$ cat src/pesm_pkg.sv
// Shared types and constants of the per-id position smoother.
package pesm_pkg;

  localparam int ID_W       = 10;
  localparam int POS_W      = 32;
  localparam int ALPHA_W    = 17;
  localparam int THR_W      = 31;
  localparam int CFG_IDX_W  = 4;
  localparam int CFG_DATA_W = 32;
  localparam int MUL_W      = POS_W;
  localparam int ACC_W      = 2 * MUL_W + 3;
  localparam int FRAC_W     = 16;
  localparam int AXES       = 3;

  localparam logic [ALPHA_W-1:0] ALPHA_ONE   = 17'h10000;
  localparam logic [ALPHA_W-1:0] ALPHA_RESET = 17'd19661;
  localparam logic [THR_W-1:0]   THR_RESET   = 31'd32768;

  localparam logic [CFG_IDX_W-1:0] CFG_ALPHA  = 4'd0;
  localparam logic [CFG_IDX_W-1:0] CFG_THRESH = 4'd1;

  localparam logic [2:0] STEP_FIRST = 3'd0;
  localparam logic [2:0] STEP_NEG   = 3'd1;
  localparam logic [2:0] DIST_LAST  = 3'd5;
  localparam logic [2:0] BLEND_LAST = 3'd7;

  typedef enum logic [1:0] {
    KIND_AVG    = 2'd0,
    KIND_FIRST  = 2'd1,
    KIND_REINIT = 2'd2
  } upd_kind_t;

  typedef enum logic [2:0] {
    S_CLEAR,
    S_IDLE,
    S_SLOT_Q,
    S_SLOT_R,
    S_READ,
    S_DIST,
    S_BLEND,
    S_WRITE
  } state_t;

  typedef enum logic [1:0] {
    ACC_HOLD,
    ACC_LOAD_RND,
    ACC_NEG,
    ACC_ADD
  } acc_op_t;

  typedef struct packed {
    logic [ID_W-1:0]         obj_id;
    logic signed [POS_W-1:0] raw_x;
    logic signed [POS_W-1:0] raw_y;
    logic signed [POS_W-1:0] raw_z;
  } in_item_t;

  typedef struct packed {
    logic [ID_W-1:0]         out_id;
    logic signed [POS_W-1:0] smooth_x;
    logic signed [POS_W-1:0] smooth_y;
    logic signed [POS_W-1:0] smooth_z;
    upd_kind_t               update_kind;
  } out_item_t;

endpackage

$ cat src/pesm_mac.sv
// Shared multiply-accumulate unit: registered product, then accumulator.
module pesm_mac import pesm_pkg::*; (
  input  logic             clk,
  input  acc_op_t          acc_op,
  input  logic [MUL_W-1:0] op_a,
  input  logic [MUL_W-1:0] op_b,
  output logic [ACC_W-1:0] acc
);

  logic [2*MUL_W-1:0] prod_r;
  logic [ACC_W-1:0]   acc_r;
  logic [ACC_W-1:0]   acc_nxt;
  logic [ACC_W-1:0]   prod_ext;

  assign prod_ext = ACC_W'(prod_r);

  always_comb begin
    case (acc_op)
      ACC_HOLD:     acc_nxt = acc_r;
      ACC_LOAD_RND: acc_nxt = prod_ext + ACC_W'(ALPHA_ONE >> 1);
      ACC_NEG:      acc_nxt = '0 - prod_ext;
      ACC_ADD:      acc_nxt = acc_r + prod_ext;
      default:      acc_nxt = acc_r;
    endcase
  end

  always_ff @(posedge clk) begin
    prod_r <= (2*MUL_W)'(op_a) * (2*MUL_W)'(op_b);
    acc_r  <= acc_nxt;
  end

  assign acc = acc_r;

endmodule

$ cat config.mk
export PLATFORM = sky130hd
export DESIGN_NAME = pesm_mac
export DESIGN_NICKNAME = d
export VERILOG_FILES = /design/src/pesm_pkg.sv /design/src/pesm_mac.sv
export SDC_FILE = /design/constraint.sdc
export NUM_CORES = 2
export LEC_CHECK = 0
export BUFFER_PORTS_ARGS = -buffer_cell sky130_fd_sc_hd__buf_2
export CORE_AREA = 2 2 274 276
export DETAILED_ROUTE_END_ITERATION = 8
export DIE_AREA = 0 0 276 278
export HOLD_SLACK_MARGIN = 0.02
export PLACE_DENSITY = 0.76
export REMOVE_ABC_BUFFERS = 1
export SLEW_MARGIN = 0
export SYNTH_ARGS = -nofsm -noshare
export SYNTH_HDL_FRONTEND = slang
export SYNTH_SLANG_ARGS = --single-unit
export TNS_END_PERCENT = 1
$ cat constraint.sdc
create_clock -name clk -period 19 [get_ports clk]
set_input_delay 3.8 -clock clk [delete_from_list [all_inputs] [get_ports clk]]
set_output_delay 3.8 -clock clk [all_outputs]
set_load 0.005 [all_outputs]
==> results.tsv <==
stage	metric	value	unit
yosys	FFs w/ async S/R, synth	0	%
place	hpwl dp	91.5	mm
floorplan	Chip Height	278	um
yosys	Post-synth top cells	fa_1 (897), inv_1 (888), and2_1 (617)	
floorplan	die area	76700	sq um
yosys	synth top area cells	fa_1 (41%), ha_1 (9.4%), and2_1 (8.8%), inv_1 (7.6%), nand2_1 (4.9%)	
finish	Filler cells	6317	
global_routing	vias in the first global route	35070	
critical_path	CP max-delay cell	buf_2	
yosys	top-area cell type share of the netlist area	41.0	%
critical_path	Worst setup SP type	input port	
critical_path	CP bufs+invs	5	
finish	share of layout cells above drive strength 1	4.31	%
cts	CTS max path bufs	2	
critical_path	CP delay by family, top	adder cells	
finish	storage element area	3290	sq um
routing	initial drt markers	2661	
timing	setup TNS	0	ns
routing	WL/cell	20.1	um
routing	DRT Wirelength	116	mm
place	RD Place Congestion	0.945	
yosys	synthesized instance count	4944	
global_routing	GRT Util Overall	31.2	%
global_routing	GRT busiest layer	met2	
timing	RSZ-0062 raised after global routing	no	
yosys	post-synthesis cell area	43700	sq um
global_routing	antenna violations before repair	1	
critical_path	reg2reg end	acc[54]	
global_routing	met3 usage	6.39	%
min_path	min-delay src	prod_r[2]	
yosys	sequential area share after synthesis	7.53	%
yosys	area leader, netlist	fa_1	
floorplan	IO Count	134	
cts	worst skew pair latency	0.45	ns
timing	final hold vios	0	
routing	Pre-antenna DRT Iters	8	
routing	DRT antenna net count	0	
cts	Setup Buffers After CTS	0	
min_path	Hold Path End	acc[2]	
finish	footprint of the multi-input gates	36000	sq um
cts	CTS clock-pin slew for the worst setup and hold paths	0.06	ns
critical_path	R2R depth	12	
global_routing	met2 GRT Util	48.8	%
critical_path	crit-path max FO	32	
critical_path	crit path cell chain	buf_2 > and2_1 > fa_1 > fa_1 > fa_1 > inv_1 > fa_1 > inv_1 > fa_1 > inv_1 > fa_1 > inv_1 > fa_1 > fa_1 > ha_1 > and2_1 > a221oi_1 > nor2_1 > o21ai_1 > o21bai_1 > a211oi_1 > nand4b_1 > mux2i_1 > nor4b_1	
timing	Fmax	89.9	MHz
yosys	syn avg cell area	8.85	sq um
place	PortBufs	133	
finish	ANT cells	0	
critical_path	Worst Path Required	19.32	ns
global_routing	global route overflow	0	
floorplan	Rows	100	
finish	Area Overhead vs Synth	3.21	%
yosys	Yosys cell types	86	
timing	Final Skew	0.0175	ns
global_routing	largest net degree at the start of global routing	74	
critical_path	max incr delay on CP	0.61	ns
timing	# setup viols final	0	
critical_path	cell mode on critical path	fa_1	
critical_path	critical path type	in2reg	
min_path	Hold Path Depth	2	
outcome	outcome	finished, violations left	
routing	post-DR vias/cell	5.78	
critical_path	CP Launch Point	op_a[10]	
timing	Final Critical Period	11.12	ns
floorplan	initial core utilization	59.3	%
timing	Worst Tran Pin Value	0.893	ns
finish	Nets	6103	
routing	DRC violations left	10	
yosys	EDFF count, synth	67	
floorplan	core area	73800	sq um
cts	# resized after CTS	0	
critical_path	Arr. time, crit path	11.44	ns
outcome	failing checks	DRC	
yosys	Top FF cell, synth	edfxtp_1	
floorplan	die width	276	um
timing	worst slew margin relative to its limit	40.4	%
critical_path	reg2reg start	acc[0]	
cts	CTS tree	built	
critical_path	crit end category	flip-flop	
critical_path	R2R Setup Slk	14.56	ns
global_routing	first-pass GRT wire length	190	mm
cts	clock sinks	131	
min_path	hold crit path type	reg2reg	
yosys	Ys Warns	0	
cts	cts bufs inserted	17	
yosys	Seq cells post-synth	131	
global_routing	GR Layer Usage met1	44.9	%
flow_run	Max-Cap Viols	0	
timing	Slew Viols, Final	0	
timing	crit share post-route	58.5	%
cts	CTS H-tree depth	4	
routing	detailed-route via count	33447	
cts	cts hold-fix bufs	0	
cts	Root Buffer	clkbuf_16	
yosys	most frequent cell after synthesis	fa_1	
==> cell type report <==
type                            instances  share of cell area (%)
Inverter                              888                    7.38
Multi-Input combinational cell       3631                    79.6
Clock inverter                          9                   0.166
Sequential cell                       131                    7.29
Timing Repair Buffer                  140                    1.60
Clock buffer                           23                    1.23
Tap cell                              969                    2.69
==> how the worst max path moves through the flow <==
stage	end	slack [ns]	depth (start not counted)
2_1_floorplan	prod_r[57]	8.81	22
3_3_place_gp	prod_r[40]	7.57	24
3_5_place_dp	prod_r[40]	7.52	22
4_1_cts	prod_r[40]	7.96	24
5_1_grt	prod_r[40]	7.58	24
6_report	prod_r[40]	7.88	24
==> flip-flops by register name (all words and copies together) (netlist names) <==
name and count:
acc 67, prod_r 64
==> worst register-to-register path, stage by stage, from the launching register on <==
cell and delay [ns]:
edfxtp_1 0.45, ha_1 0.28, fa_1 0.43, a211oi_1 0.48
nor3_1 0.16, o21ai_1 0.41, a21oi_1 0.23, a31oi_1 0.47
o21ai_1 0.22, a221oi_1 0.52, o21ai_0 0.25, xnor2_1 0.20
a21oi_1 0.10
==> cell families (layout without fill, tap and decap cells) <==
| logic type | Yosys count | after routing | synth area share (%) |
|---|---|---|---|
| AO/OA/AOI/OAI | 593 | 593 | 8.47 |
| XOR/XNOR | 206 | 206 | 4.12 |
| adder cells (fa/ha/maj) | 1227 | 1227 | 50.5 |
| buffers and inverters | 1182 | 1060 | 10.3 |
| flip-flops | 131 | 131 | 7.53 |
| multiplexers | 9 | 9 | 0.206 |
| AND/OR/NAND/NOR | 1596 | 1596 | 18.9 |
==> cell usage in the layout (no fill, tap or decap), types with 10 or more instances in the layout <==
master     netlist  layout
a211oi_1        24      24
a21o_1          85      85
a21oi_1        198     198
a31oi_1         17      17
and2_1         617     617
and3_1          21      21
buf_2           18     132
clkbuf_16        0      22
dfxtp_1         64      64
edfxtp_1        67      67
fa_1           897     897
ha_1           330     330
inv_1          888     888
nand2_1        568     567
nand2b_1        17      17
nand3_1         47      47
nand4_1         46      46
nor2_1         132     132
nor2b_1         16      16
nor3_1          55      55
nor4_1          16      16
o211ai_1        21      21
o21ai_0        122     122
o21ai_1         14      14
o21bai_1        25      25
or3_1           10      10
xnor2_1        134     134
xor2_1          72      72
==> metrics by stage <==
stage | std cells | area [sq um] | hold slack [ns] | setup WS [ns] | util [%]
finish | 5791 | 45200 | 0.648 | 7.88 | 61.2
global route | 5791 | 45200 | 0.680 | 7.58 | 61.2
CTS | 5791 | 45200 | 0.652 | 7.96 | 61.2
detailed placement | 5759 | 44500 | 0.640 | 7.52 | 60.3
global placement | 5759 | 44500 | 0.629 | 7.57 | 60.3
floorplan | 4650 | 42600 | 0.561 | 8.81 | -
==> routing by layer <==
layer | wire (um) | share of wire [%]
met1 | 50300 | 43
met4 | 2470 | 2.1
met5 | 13 | 0.011
met3 | 11300 | 9.7
met2 | 52200 | 45
Power is not shown: default switching activity piles up to over one toggle a cycle in this logic, so the estimate is an artifact.
